### src/hw/rtl/hcbp_pkg.sv
package hcbp_pkg;

    localparam int SymW  = 8;
    localparam int LenW  = 6;
    localparam int WordW = 32;
    localparam int AccW  = WordW + 7;
    localparam int ShW   = 6;

    typedef enum logic [1:0] {
        ACT_LOAD   = 2'd0,
        ACT_ENCODE = 2'd1,
        ACT_FLUSH  = 2'd2
    } t_action;

    typedef enum logic [1:0] {
        ST_IDLE,
        ST_LOOKUP,
        ST_EMIT
    } t_state;

    typedef struct packed {
        logic [LenW-1:0]  len;
        logic [WordW-1:0] word;
    } t_tbl_entry;

    typedef struct packed {
        logic              we;
        logic              re;
        logic [SymW-1:0]   addr;
        t_tbl_entry        wdata;
    } t_tbl_req;

endpackage

### src/hw/rtl/hcbp_packer.sv
module hcbp_packer #(
    parameter int MAX_CODE_LEN = 32,
    parameter int SYMBOL_COUNT = 256
) (
    input  logic                            i_clk,
    input  logic                            i_rst_n,
    input  logic                            i_valid,
    output logic                            o_ready,
    input  logic [1:0]                      i_action,
    input  logic [hcbp_pkg::SymW-1:0]       i_symbol,
    input  logic [hcbp_pkg::LenW-1:0]       i_code_length,
    input  logic [hcbp_pkg::WordW-1:0]      i_code_bits,
    output logic                            o_valid,
    input  logic                            i_ready,
    output logic [7:0]                      o_out_byte,
    output logic                            o_byte_valid,
    output logic [3:0]                      o_pad_bits,
    output logic                            o_last,
    output hcbp_pkg::t_tbl_req              o_tbl_req,
    input  hcbp_pkg::t_tbl_entry            i_tbl_rdata
);

    localparam int LimInt = (MAX_CODE_LEN < hcbp_pkg::WordW) ? MAX_CODE_LEN : hcbp_pkg::WordW;
    localparam logic [hcbp_pkg::LenW-1:0] LenLim = hcbp_pkg::LenW'(LimInt);
    localparam logic [hcbp_pkg::SymW:0]   SymLim = (hcbp_pkg::SymW+1)'(SYMBOL_COUNT);

    hcbp_pkg::t_state              r_state, n_state;
    logic [6:0]                    r_pend_bits;
    logic [2:0]                    r_pend_cnt;
    logic [hcbp_pkg::AccW-1:0]     r_acc;
    logic [hcbp_pkg::ShW-1:0]      r_shift;
    logic [7:0]                    r_out_byte;
    logic                          r_byte_valid;
    logic [3:0]                    r_pad_bits;
    logic                          r_last;

    logic                          in_acc, out_acc, sym_ok;
    logic [hcbp_pkg::LenW-1:0]     len_eff;
    logic [hcbp_pkg::WordW-1:0]    word_mask, word;
    logic [hcbp_pkg::AccW-1:0]     acc;
    logic [hcbp_pkg::ShW-1:0]      total, lk_shift, em_shift;
    logic [7:0]                    lk_byte, em_byte, fl_byte;
    logic [6:0]                    pend_mask;
    logic [3:0]                    fl_pad;

    assign in_acc  = i_valid && o_ready;
    assign out_acc = o_valid && i_ready;
    assign sym_ok  = {1'b0, i_symbol} < SymLim;

    always_comb begin
        len_eff   = (i_tbl_rdata.len > LenLim) ? LenLim : i_tbl_rdata.len;
        word_mask = (len_eff >= hcbp_pkg::LenW'(hcbp_pkg::WordW)) ? '1
                  : ((hcbp_pkg::WordW'(1) << len_eff) - hcbp_pkg::WordW'(1));
        word      = i_tbl_rdata.word & word_mask;
        acc       = ({{hcbp_pkg::WordW{1'b0}}, r_pend_bits} << len_eff)
                  | {7'd0, word};
        total     = {3'd0, r_pend_cnt} + len_eff;
        lk_shift  = total - hcbp_pkg::ShW'(8);
        lk_byte   = 8'(acc >> lk_shift);
        em_shift  = r_shift - hcbp_pkg::ShW'(8);
        em_byte   = 8'(r_acc >> em_shift);
        pend_mask = 7'((8'd1 << total[2:0]) - 8'd1);
        fl_pad    = 4'd8 - {1'b0, r_pend_cnt};
        fl_byte   = 8'({9'd0, r_pend_bits} << fl_pad);
    end

    always_comb begin
        n_state = r_state;
        case (r_state)
            hcbp_pkg::ST_IDLE: begin
                if (in_acc) begin
                    case (i_action)
                        hcbp_pkg::ACT_ENCODE: if (sym_ok) n_state = hcbp_pkg::ST_LOOKUP;
                        hcbp_pkg::ACT_FLUSH:  n_state = hcbp_pkg::ST_EMIT;
                        default:              n_state = hcbp_pkg::ST_IDLE;
                    endcase
                end
            end
            hcbp_pkg::ST_LOOKUP: begin
                n_state = (total >= hcbp_pkg::ShW'(8)) ? hcbp_pkg::ST_EMIT
                                                       : hcbp_pkg::ST_IDLE;
            end
            hcbp_pkg::ST_EMIT: begin
                if (out_acc && r_last) n_state = hcbp_pkg::ST_IDLE;
            end
            default: n_state = hcbp_pkg::ST_IDLE;
        endcase
    end

    always_comb begin
        o_ready            = i_rst_n && (r_state == hcbp_pkg::ST_IDLE);
        o_valid            = (r_state == hcbp_pkg::ST_EMIT);
        o_out_byte         = r_out_byte;
        o_byte_valid       = r_byte_valid;
        o_pad_bits         = r_pad_bits;
        o_last             = r_last;
        o_tbl_req.we       = in_acc && (i_action == hcbp_pkg::ACT_LOAD) && sym_ok;
        o_tbl_req.re       = in_acc && (i_action == hcbp_pkg::ACT_ENCODE) && sym_ok;
        o_tbl_req.addr     = i_symbol;
        o_tbl_req.wdata.len  = i_code_length;
        o_tbl_req.wdata.word = i_code_bits;
    end

    always_ff @(posedge i_clk) begin
        if (!i_rst_n) begin
            r_state     <= hcbp_pkg::ST_IDLE;
            r_pend_bits <= '0;
            r_pend_cnt  <= '0;
        end else begin
            r_state <= n_state;
            if (r_state == hcbp_pkg::ST_IDLE && in_acc && i_action == hcbp_pkg::ACT_FLUSH) begin
                r_pend_bits <= '0;
                r_pend_cnt  <= '0;
            end else if (r_state == hcbp_pkg::ST_LOOKUP) begin
                r_pend_bits <= acc[6:0] & pend_mask;
                r_pend_cnt  <= total[2:0];
            end
        end
    end

    always_ff @(posedge i_clk) begin
        case (r_state)
            hcbp_pkg::ST_IDLE: begin
                if (in_acc && i_action == hcbp_pkg::ACT_FLUSH) begin
                    r_out_byte   <= (r_pend_cnt == 3'd0) ? 8'd0 : fl_byte;
                    r_byte_valid <= (r_pend_cnt != 3'd0);
                    r_pad_bits   <= fl_pad;
                    r_last       <= 1'b1;
                end
            end
            hcbp_pkg::ST_LOOKUP: begin
                r_acc        <= acc;
                r_shift      <= lk_shift;
                r_out_byte   <= lk_byte;
                r_byte_valid <= 1'b1;
                r_pad_bits   <= 4'd0;
                r_last       <= (lk_shift < hcbp_pkg::ShW'(8));
            end
            hcbp_pkg::ST_EMIT: begin
                if (out_acc && !r_last) begin
                    r_shift    <= em_shift;
                    r_out_byte <= em_byte;
                    r_last     <= (em_shift < hcbp_pkg::ShW'(8));
                end
            end
            default: begin
            end
        endcase
    end

    a_last_ends: assert property (@(posedge i_clk) disable iff (!i_rst_n)
        (r_state == hcbp_pkg::ST_EMIT && i_ready && r_last) |=> (r_state == hcbp_pkg::ST_IDLE))
        else $error("final beat did not return to idle");

    a_one_item: assert property (@(posedge i_clk) disable iff (!i_rst_n)
        o_ready |-> !o_valid)
        else $error("input taken while a result is pending");

    a_shift_room: assert property (@(posedge i_clk) disable iff (!i_rst_n)
        (r_state == hcbp_pkg::ST_EMIT && !r_last) |-> (r_shift >= hcbp_pkg::ShW'(8)))
        else $error("accumulator underflow before final byte");

    a_pad_last: assert property (@(posedge i_clk) disable iff (!i_rst_n)
        (r_state == hcbp_pkg::ST_EMIT && r_pad_bits != 4'd0) |-> r_last)
        else $error("flush beat not marked last");

    a_pend_range: assert property (@(posedge i_clk) disable iff (!i_rst_n)
        (r_state == hcbp_pkg::ST_IDLE && $past(r_state == hcbp_pkg::ST_EMIT && r_pad_bits != 4'd0))
        |-> (r_pend_cnt == 3'd0))
        else $error("flush left bits pending");

endmodule

### config.mk
export PLATFORM = sky130hd
export DESIGN_NAME = hcbp_packer
export DESIGN_NICKNAME = d
export VERILOG_FILES = /design/src/hw/rtl/hcbp_pkg.sv /design/src/hw/rtl/hcbp_packer.sv
export SDC_FILE = /design/constraint.sdc
export NUM_CORES = 1
export LEC_CHECK = 0
export BUFFER_PORTS_ARGS = -buffer_cell sky130_fd_sc_hd__buf_2
export CORE_UTILIZATION = 40
export DETAILED_ROUTE_END_ITERATION = 6
export SLEW_MARGIN = 10
export SYNTH_ARGS = -nofsm -noshare
export SYNTH_HDL_FRONTEND = slang
export SYNTH_SLANG_ARGS = --single-unit
### constraint.sdc
create_clock -name i_clk -period 8.95 [get_ports i_clk]
set_clock_uncertainty 0.1 [all_clocks]
set_input_delay 0.4475 -clock i_clk [delete_from_list [all_inputs] [get_ports i_clk]]
set_output_delay 0.4475 -clock i_clk [all_outputs]
set_load 0.05 [all_outputs]
== Yosys cells after proc, flatten, opt, wreduce, memory -nomap -nowiden ==
Index checks and enable logic that the tools add are counted.
Word-level totals
  bits in registers: 71
  input bits: 90
  output and inout port bits: 64
  word-level logic and storage cells: 81
Cells by class
  add/sub/neg operators: 6
  order comparisons: 5
  equality and inequality tests: 8
  shift-type cells: 6
  mux-type cells: 20
  bitwise logic cells: 4
  reductions and logical operators: 23
Operator list (number)
  39-bit by 6-bit right shift with 8-bit output: 2
  39-bit by 32-bit bitwise OR with 39-bit output: 1
  7-bit by 6-bit << shifter with 39-bit output: 1
  32-bit bitwise AND: 1
  32-bit 2-to-1 mux: 1
  1-bit by 6-bit << shifter with 32-bit output (first input constant): 1
  32-bit by 1-bit subtractor with 32-bit output (second input constant): 1
  8-bit 2-to-1 mux: 3
  8-bit case mux with 3 select lines: 1
  6-bit by 4-bit less-than comparator with 1-bit output (second input constant): 2
  6-bit 2-to-1 mux: 2
  6-bit case mux with 2 select lines: 1
  6-bit by 4-bit subtractor with 6-bit output (second input constant): 2
  1-bit logical AND: 10
  4-bit case mux with 2 select lines: 1
  7-bit by 4-bit << shifter with 8-bit output: 1
  7-bit bitwise AND: 1
  1-bit by 3-bit << shifter with 7-bit output (first input constant): 1
  7-bit by 1-bit subtractor with 7-bit output (second input constant): 1
  3-bit by 6-bit adder with 6-bit output: 1
  6-bit by 4-bit greater-or-equal comparator with 1-bit output (second input constant): 1
  6-bit greater-or-equal comparator (second input constant): 1
  6-bit > comparator (second input constant): 1
  2-bit 2-to-1 mux: 3
  20 further kinds: 31

== Longest topological paths before layout ==
Gate-level depths: netlist of run 1.
  word-level depth: 9
  mapped depth: 18
  mapped depth without buffers: 15

== Least setup slack after synthesis of run 1 ==
No wires, ideal clock.
  kind: in2reg
  start: input port i_tbl_rdata[34] (netlist name)
  end: register r_out_byte[2] (netlist: o_out_byte[2]) (data pin)
  library setup time: 0.158 ns
  arrival time: 3.586 ns
  required time: 8.692 ns
  path slack: 5.106 ns
  cell stages on the path: 18
  buffers on the path: 5
  path through: buf_4 nor2b_1 clkbuf_1 ha_1 inv_1 a21oi_1 o21a_1 nor2_1 buf_2 buf_2 ha_1 clkbuf_1 nor2_1 nand2_1 o311ai_1 a21oi_1 a41o_1 o211ai_1
Between the ends
  word-level cells in the longest chain between the ends: 9
  elaborated cells on any way between the ends: 13
  classes of those cells: add/sub (3); order compare (2); shift (3); mux (3); bitwise (2)
RTL lines
  start, declared: RTL line hcbp_packer.sv:20  | input hcbp_pkg::t_tbl_entry i_tbl_rdata
  6-bit > comparator: RTL line hcbp_packer.sv:51  | len_eff = (i_tbl_rdata.len > LenLim) ? LenLim : i_tbl_rdata.len;
  6-bit 2-to-1 mux (*): RTL line hcbp_packer.sv:51
  1-bit by 6-bit << shifter with 32-bit output: RTL line hcbp_packer.sv:53  | : ((hcbp_pkg::WordW'(1) << len_eff) - hcbp_pkg::WordW'(1));
  32-bit by 1-bit subtractor with 32-bit output: RTL line hcbp_packer.sv:53
  32-bit 2-to-1 mux: RTL line hcbp_packer.sv:52  | word_mask = (len_eff >= hcbp_pkg::LenW'(hcbp_pkg::WordW)) ? '1
  32-bit bitwise AND: RTL line hcbp_packer.sv:54  | word = i_tbl_rdata.word & word_mask;
  39-bit by 32-bit bitwise OR with 39-bit output: RTL line hcbp_packer.sv:56  | | {7'd0, word};
  39-bit by 6-bit right shift with 8-bit output (*): RTL line hcbp_packer.sv:59  | lk_byte = 8'(acc >> lk_shift);
  8-bit case mux with 3 select lines (*): RTL line hcbp_packer.sv:122  | case (r_state)
  end signal, assigned: RTL line hcbp_packer.sv:125  | r_out_byte <= (r_pend_cnt == 3'd0) ? 8'd0 : fl_byte;
  end signal, assigned: RTL line hcbp_packer.sv:134  | r_out_byte <= lk_byte;
  end signal, assigned: RTL line hcbp_packer.sv:142  | r_out_byte <= em_byte;
  end, declared: RTL line hcbp_packer.sv:32  | logic [7:0] r_out_byte;
Every way passes the cells marked *; elsewhere a longest branch is shown, timed or not.
A chain may end at the register's enable or synchronous reset.

== Final worst setup path of run 1 ==
  start: input port i_tbl_rdata[33] (netlist name)
  end: register r_out_byte[0] (netlist: o_out_byte[0]) (data pin)
Between the ends
  word-level cells in the longest chain between the ends: 9
  elaborated cells on any way between the ends: 13
  classes of those cells: add/sub (3); order compare (2); shift (3); mux (3); bitwise (2)
RTL lines
  6-bit > comparator: RTL line hcbp_packer.sv:51
  6-bit 2-to-1 mux (*): RTL line hcbp_packer.sv:51
  1-bit by 6-bit << shifter with 32-bit output: RTL line hcbp_packer.sv:53
  32-bit by 1-bit subtractor with 32-bit output: RTL line hcbp_packer.sv:53
  32-bit 2-to-1 mux: RTL line hcbp_packer.sv:52
  32-bit bitwise AND: RTL line hcbp_packer.sv:54
  39-bit by 32-bit bitwise OR with 39-bit output (*): RTL line hcbp_packer.sv:56
  named net acc, one bit: RTL line hcbp_packer.sv:40  | logic [hcbp_pkg::AccW-1:0] acc;
  39-bit by 6-bit right shift with 8-bit output (*): RTL line hcbp_packer.sv:59
  8-bit case mux with 3 select lines (*): RTL line hcbp_packer.sv:122
Mark *: on every way through the listed nets, which the timed path passes. The rest lies on a longest branch.

==> results of run 1 <==
## sequential cells by signal, indices dropped and copies added (netlist names)
signal	count
r_acc	39
o_out_byte	8
r_pend_bits	7
r_shift	6
o_pad_bits	4
r_pend_cnt	3
r_state	2
o_byte_valid	1
o_last	1
## final timing paths
path,from,endpoint
max,i_tbl_rdata[33],o_out_byte[0]$_DFFE_PP_
min,i_rst_n,r_state[1]$_SDFFE_PN0P_
min reg2reg,r_state[1]$_SDFFE_PN0P_,r_state[1]$_SDFFE_PN0P_
max reg2reg,r_pend_cnt[0]$_SDFFE_PP0P_,o_out_byte[5]$_DFFE_PP_
## cell type report
cell class                      count  area share (%)
Sequential cell                    71            21.8
Clock inverter                      7           0.853
Multi-Input combinational cell    845            64.7
Antenna cell                        1          0.0271
Timing Repair Buffer               78            4.69
Clock buffer                        9            2.44
Tap cell                          280            3.79
Inverter                           42            1.71
## cells in the mapped netlist (13+ instances only)
cell type	number
nand2_1	111
nor2_1	71
mux2i_1	69
edfxtp_1	59
o21ai_0	59
a21oi_1	54
buf_4	54
clkbuf_1	46
nand3_1	44
inv_1	35
buf_2	33
mux2_2	33
nor3_1	31
a31oi_1	27
mux4_2	17
nor2b_1	17
o22ai_1	17
a211oi_1	16
nand4_1	15
ha_1	13
o211ai_1	13
## per-layer routing
layer | wire length [um] | GRT usage [%]
met5 | 13 | 0
met4 | 1450 | 12.9
met3 | 3290 | 6.84
met2 | 15000 | 45.3
met1 | 14400 | 40.8
## where the power goes
group | total [mW] | leakage (nW) | switching (mW) | internal, mW
Sequential | 0.377 | 0.638 | 0.00611 | 0.371
Combinational | 0.352 | 2.56 | 0.243 | 0.110
Clock | 0.365 | 0.139 | 0.147 | 0.218
Total | 1.09 | 3.33 | 0.396 | 0.698
## cell families (layout without fill, tap and decap cells)
family	after synthesis	count (layout)	share of synthesized area (%)
compound gates	318	318	24.9
other cells	0	1	0
xor+xnor	12	12	1.26
fa+ha+maj	13	13	1.83
buf+inv	188	136	10.8
simple gates	380	380	21.6
mux	122	122	17.0
flops	71	71	22.6
## worst register-to-register path, stage by stage (launching register included)
cell,delay (ps)
dfxtp_1,790
clkinv_1,520
ha_1,680
mux2i_1,290
nand2_1,90
a31oi_1,240
nor2_1,160
a2111oi_0,430
o31ai_1,260
a311o_1,380
nor4_1,270
a31oi_1,150
==> impl_metrics.tcl, run 1 <==
set metrics [dict create \
    synth-seq-area-share_pct 22.6 \
    drc_errors 0 \
    grt_pass1_vias 8321 \
    cp-end-kind "flip-flop" \
    fin_crit_sh_pct 59.7 \
    worstSetupStartpointType "input port" \
    synth-seq-cells 71 \
    via_count 9062 \
    mostFrequentLayoutCells "nand2_1, nor2_1, mux2i_1" \
    clock_latency_ps 340 \
    worstMarginPinSlew_ps 1150 \
    power_mw 1.09 \
    hp-class "input port to flip-flop" \
    final_hold_viol_count 0 \
    post_cts_resized 0 \
    nets 1150 \
    rows 54 \
    slew_violations 0 \
    root_buffer "clkbuf_16" \
    avgSynthCellArea_um2 8.07 \
    grt_use_total_pct 30.0 \
    rsz0062_at_grt "false" \
    cp_cell_sequence "buf_2 > nor2_1 > nand2_1 > ha_1 > inv_1 > o31ai_1 > o311ai_0 > a31o_2 > mux2i_1 > o2bb2ai_1 > o22ai_1 > a221oi_1 > o211ai_1" \
    synth-edff-count 59 \
    synth-main-ff-cell "edfxtp_1" \
    mostFrequentLayoutCell "nand2_1" \
    multiInputGateArea_mm2 0.00598 \
    dpl_cell_area_mm2 0.00893 \
    cts_buffers 9 \
    dieArea_mm2 0.0229 \
    wl_per_cell_um 25.7 \
    setup_tns_ps 0 \
    fp.dieH_um 151 \
    cp.depth 13 \
    regArea_mm2 0.00201 \
    status "finished clean" \
    die_x_um 151 \
    start_util_pct 40.8 \
    reg2reg_depth 11 \
    p_leak_nw 3.33 \
    cts_tree "done" \
    path_class "input port to flip-flop" \
    ir_drop_mv 0.101 \
    slowest_delay_ps 840 \
    areaGrowthSynthToFinish_pct 3.66 \
    critPathBufInv 2 \
    setup_viol 0 \
    dpl.hpwl_um 25300 \
    power_density_mw_per_mm2 118 \
    core_mm2 0.0218 \
    synthArstFlopShare_pct 0 \
    min_period_ps 5340 \
    synth.distinct_cells 93 \
    wl_um 34200 \
    ios 154 \
    clock-sinks 71 \
    utilization_pct 42.3 \
    synthesis.area_mm2 0.00891 \
    cts_max_level 3 \
    max_slew_margin_pct 22.5 \
    hold_depth 3 \
    grt_overflow_total 0 \
    drt_pass1_iterations 6 \
    dpl.cell_count 1316 \
    num-fill-cells 2280 \
    syn-num-nets 1207 \
    r2r_slack_ps 4330 \
    cpMaxStageDelayCell "o31ai_1" \
    antenna_found_initial 2 \
    yosys.area.top_type_share_pct 19.9 \
    synth_area_leader_cell "edfxtp_1" \
    crit_arrival_ps 5320 \
    ys_warn_count 0 \
    layout-drive-gt1-share_pct 16.7 \
    cts_setup_buffers 0 \
    design_area_mm2 0.00924 \
    hold_buffers 0 \
    worst_slack_ps 3610 \
    crit_path_max_fanout 44 \
    synth_cells 1104 \
    ys_top_cells_by_area "edfxtp_1, mux2i_1, nand2_1, buf_4, mux4_2" \
    port_buffers 61 \
    fin_cells 1333 \
    max_freq_ghz 0.187 \
    routabilityCongestion 1.00 \
    preCtsSetupSlack_ps 3540 \
    grt_max_degree 68 \
    cap_violations 0 \
    whs_ps 262 \
    clk_pin_slew_ps 60 \
    clk_path_buf_depth 2 \
    vias_per_cell 6.80 \
    required_ps 8930 \
    grt_pass1_wl_um 51100 \
    crit_family "compound AO/OA/AOI/OAI gates" \
    ant_nets 0 \
    drtIter0Drc 1182 \
]
Note: power is estimated with default switching activity, not from simulation.
==> run 2, diff against run 1 <==
--- a/config.mk
+++ b/config.mk
@@ -5,6 +5,7 @@
 export SDC_FILE = /design/constraint.sdc
 export NUM_CORES = 1
 export LEC_CHECK = 0
+export ABC_AREA = 1
 export BUFFER_PORTS_ARGS = -buffer_cell sky130_fd_sc_hd__buf_2
 export CORE_UTILIZATION = 40
 export DETAILED_ROUTE_END_ITERATION = 6
==> constraint.sdc (replaced) <==
create_clock -name i_clk -period 5.11 [get_ports i_clk]
set_clock_uncertainty 0.1 [all_clocks]
set_input_delay 0.2555 -clock i_clk [delete_from_list [all_inputs] [get_ports i_clk]]
set_output_delay 0.2555 -clock i_clk [all_outputs]
set_load 0.05 [all_outputs]
==> run 2 against run 1 <==
Compared with the run above:
- non-clock buffer count down 2
- sequential power increased by 86%
- critical path type unchanged
- first-iteration DRC count down 14%
- sequential share of layout area grew 0.30 points
- register-to-register slack got worse by 2900 ps
- worst hold slack lost 200 ps
- highest routed layer is now met4
- final area fell by 1.4%
- largest power group is now combinational cells
- core utilization is 0.61 points higher
- clock power grew 71%
==> impl_metrics.tcl, run 2 <==
set metrics [dict create \
    status "finished clean" \
    synth_cells 1488 \
    grt_pass1_wl_um 49400 \
    drtIter0Drc 1014 \
    dpl.hpwl_um 25600 \
    ir_drop_mv 0.161 \
    start_util_pct 41.2 \
    grt_pass1_vias 9005 \
    n_antenna_cell 0 \
    r2r_start "r_pend_cnt[0]$_SDFFE_PP0P_" \
    path_common_cell "nand2_1" \
    clock_latency_ps 350 \
    synth-seq-cells 71 \
    layout-drive-gt1-share_pct 10.2 \
    dieArea_mm2 0.0224 \
    max_freq_ghz 0.254 \
    wl_um 32200 \
    synthesis.area_mm2 0.00874 \
    drc_errors 0 \
    power_density_mw_per_mm2 237 \
    drt_pass1_iterations 5 \
    avgSynthCellArea_um2 5.87 \
    multiInputGateArea_mm2 0.00567 \
    design_area_mm2 0.00911 \
    synth_area_leader_cell "nand2_1" \
    crit_start "i_tbl_rdata[37]" \
    root_buffer "clkbuf_16" \
    mostFrequentLayoutCell "nand2_1" \
    synth.distinct_cells 49 \
    rows 53 \
    p_leak_nw 4.42 \
    worstSetupStartpointType "input port" \
    gr-usage-met2_pct 45.0 \
    vias_per_cell 5.76 \
    cp-end-kind "flip-flop" \
    core_mm2 0.0212 \
    regArea_mm2 0.00201 \
    critPathBufInv 3 \
    regMostFlops "r_acc" \
    mostFrequentLayoutCells "nand2_1, nand3_1, nor2_1" \
    synthArstFlopShare_pct 0 \
    slowest_delay_ps 640 \
    num-fill-cells 2419 \
    cts_max_level 3 \
    post_cts_resized 0 \
    fin_crit_sh_pct 77.1 \
    crit_family "simple AND/OR/NAND/NOR gates" \
    die_x_um 150 \
    clock-sinks 71 \
    ant_nets 0 \
    grt_use_total_pct 29.3 \
    antenna_found_initial 0 \
    largest_register_ffs 39 \
    crit_arrival_ps 3940 \
    nets 1555 \
    grt_max_degree 63 \
    grt_overflow_total 0 \
    cts_buffers 9 \
    synthTopCellsByCount "nand2_1, nand3_1, nor2_1" \
    yosys.area.top_type_share_pct 20.9 \
    met1_usage_pct 39.3 \
    cpMaxStageDelayCell "nor2_2" \
    wl_per_cell_um 18.6 \
    crit_path_max_fanout 30 \
    final_hold_viol_count 0 \
    clk_path_buf_depth 2 \
    hp-class "input port to flip-flop" \
    areaGrowthSynthToFinish_pct 4.27 \
    synth-main-ff-cell "edfxtp_1" \
    synth-edff-count 59 \
    worstMarginPinSlew_ps 1070 \
    fp.dieH_um 150 \
    ios 154 \
    port_buffers 61 \
    via_count 9981 \
    setup_viol 0 \
    synth-seq-area-share_pct 23.0 \
    max_slew_margin_pct 28.8 \
    required_ps 5110 \
    setup_tns_ps 0 \
    cts_setup_buffers 0 \
    cap_violations 0 \
    clk_pin_slew_ps 60 \
    yosys.cell_count.top_type "nand2_1" \
    min_period_ps 3940 \
    cts_tree "done" \
    routabilityCongestion 0.989 \
    rsz0062_at_grt "false" \
    hold_buffers 0 \
    ys_warn_count 0 \
    min_from "i_rst_n" \
    met3_usage_pct 7.44 \
    syn-num-nets 1591 \
    busiest_layer "met2" \
    dpl_cell_area_mm2 0.00882 \
    path_class "input port to flip-flop" \
    ys_top_cells_by_area "nand2_1, edfxtp_1, nand3_1, nor2_1, buf_4" \
    slew_violations 0 \
]
## run 2: changes by cell type in the layout (fill, tap and decap cells not counted), sizes merged, moves of 18 or more
cell   before  now
inv        40  101
mux2       34    0
mux4       19    0
nand2     111  499
nor2       71  120
mux2i      69    5
a31oi      27    9
o21ai      62   89
nor3       31    5
nand3      44  324
## run 2: path summary, 6_finish.rpt
path / slack, ps / to / cells past startpoint
setup / recovery: 1170 / o_out_byte[5]$_DFFE_PP_ / 26
hold / removal: 60 / r_state[0]$_SDFFE_PN0P_ / 3
setup reg to reg: 1480 / o_out_byte[1]$_DFFE_PP_ / 20
hold reg to reg: 410 / r_state[0]$_SDFFE_PN0P_ / 2
## run 2: kinds of logic (layout without fill, tap and decap cells)
| kind of cell | after synthesis | after routing | synth area share (%) |
|---|---|---|---|
| multiplexers | 5 | 5 | 0.573 |
| AND/OR/NAND/NOR | 984 | 984 | 49.7 |
| adder cells (fa/ha/maj) | 13 | 13 | 1.86 |
| buffers and inverters | 224 | 193 | 12.1 |
| flip-flops | 71 | 71 | 23.0 |
| AO/OA/AOI/OAI | 185 | 185 | 11.9 |
| XOR/XNOR | 6 | 6 | 0.773 |
## run 2: cell type report
cell class | instances | share of cell area [%]
clock buffer | 9 | 2.47
clock inverter | 7 | 0.687
inverter | 101 | 4.16
multi-input combinational | 1193 | 62.2
sequential | 71 | 22.1
tap | 275 | 3.78
timing repair buffer | 76 | 4.59
## run 2: power by group
group	internal [mW]	total, mW	switching [mW]
sequential	0.677	0.700	0.0224
clock	0.340	0.624	0.284
combinational	0.231	0.839	0.608
## run 2: stage by stage
stage	utilization (%)	total power [mW]	setup slack (ps)	instances	hold WS, ps
CTS	42.9	2.17	1230	1732	50.6
finish	42.9	2.16	1170	1732	64.9
global route	42.9	2.29	868	1732	67.9
floorplan	-	1.40	1640	1488	287
detailed placement	41.6	1.54	869	1716	405
global placement	41.6	1.54	917	1716	394
## run 2: routing by layer
layer  vias to the layer above  share of wire [%]
li1                       4904                  -
met4                         0                3.5
met1                      4567                 44
met5                         -                  0
met2                       446                 44
met3                        64                8.8
## run 2: tightest hold or removal path, delay by kind of cell
family,cells,cell delay (ps)
buffers and inverters,2,170
AO/OA/AOI/OAI,1,40
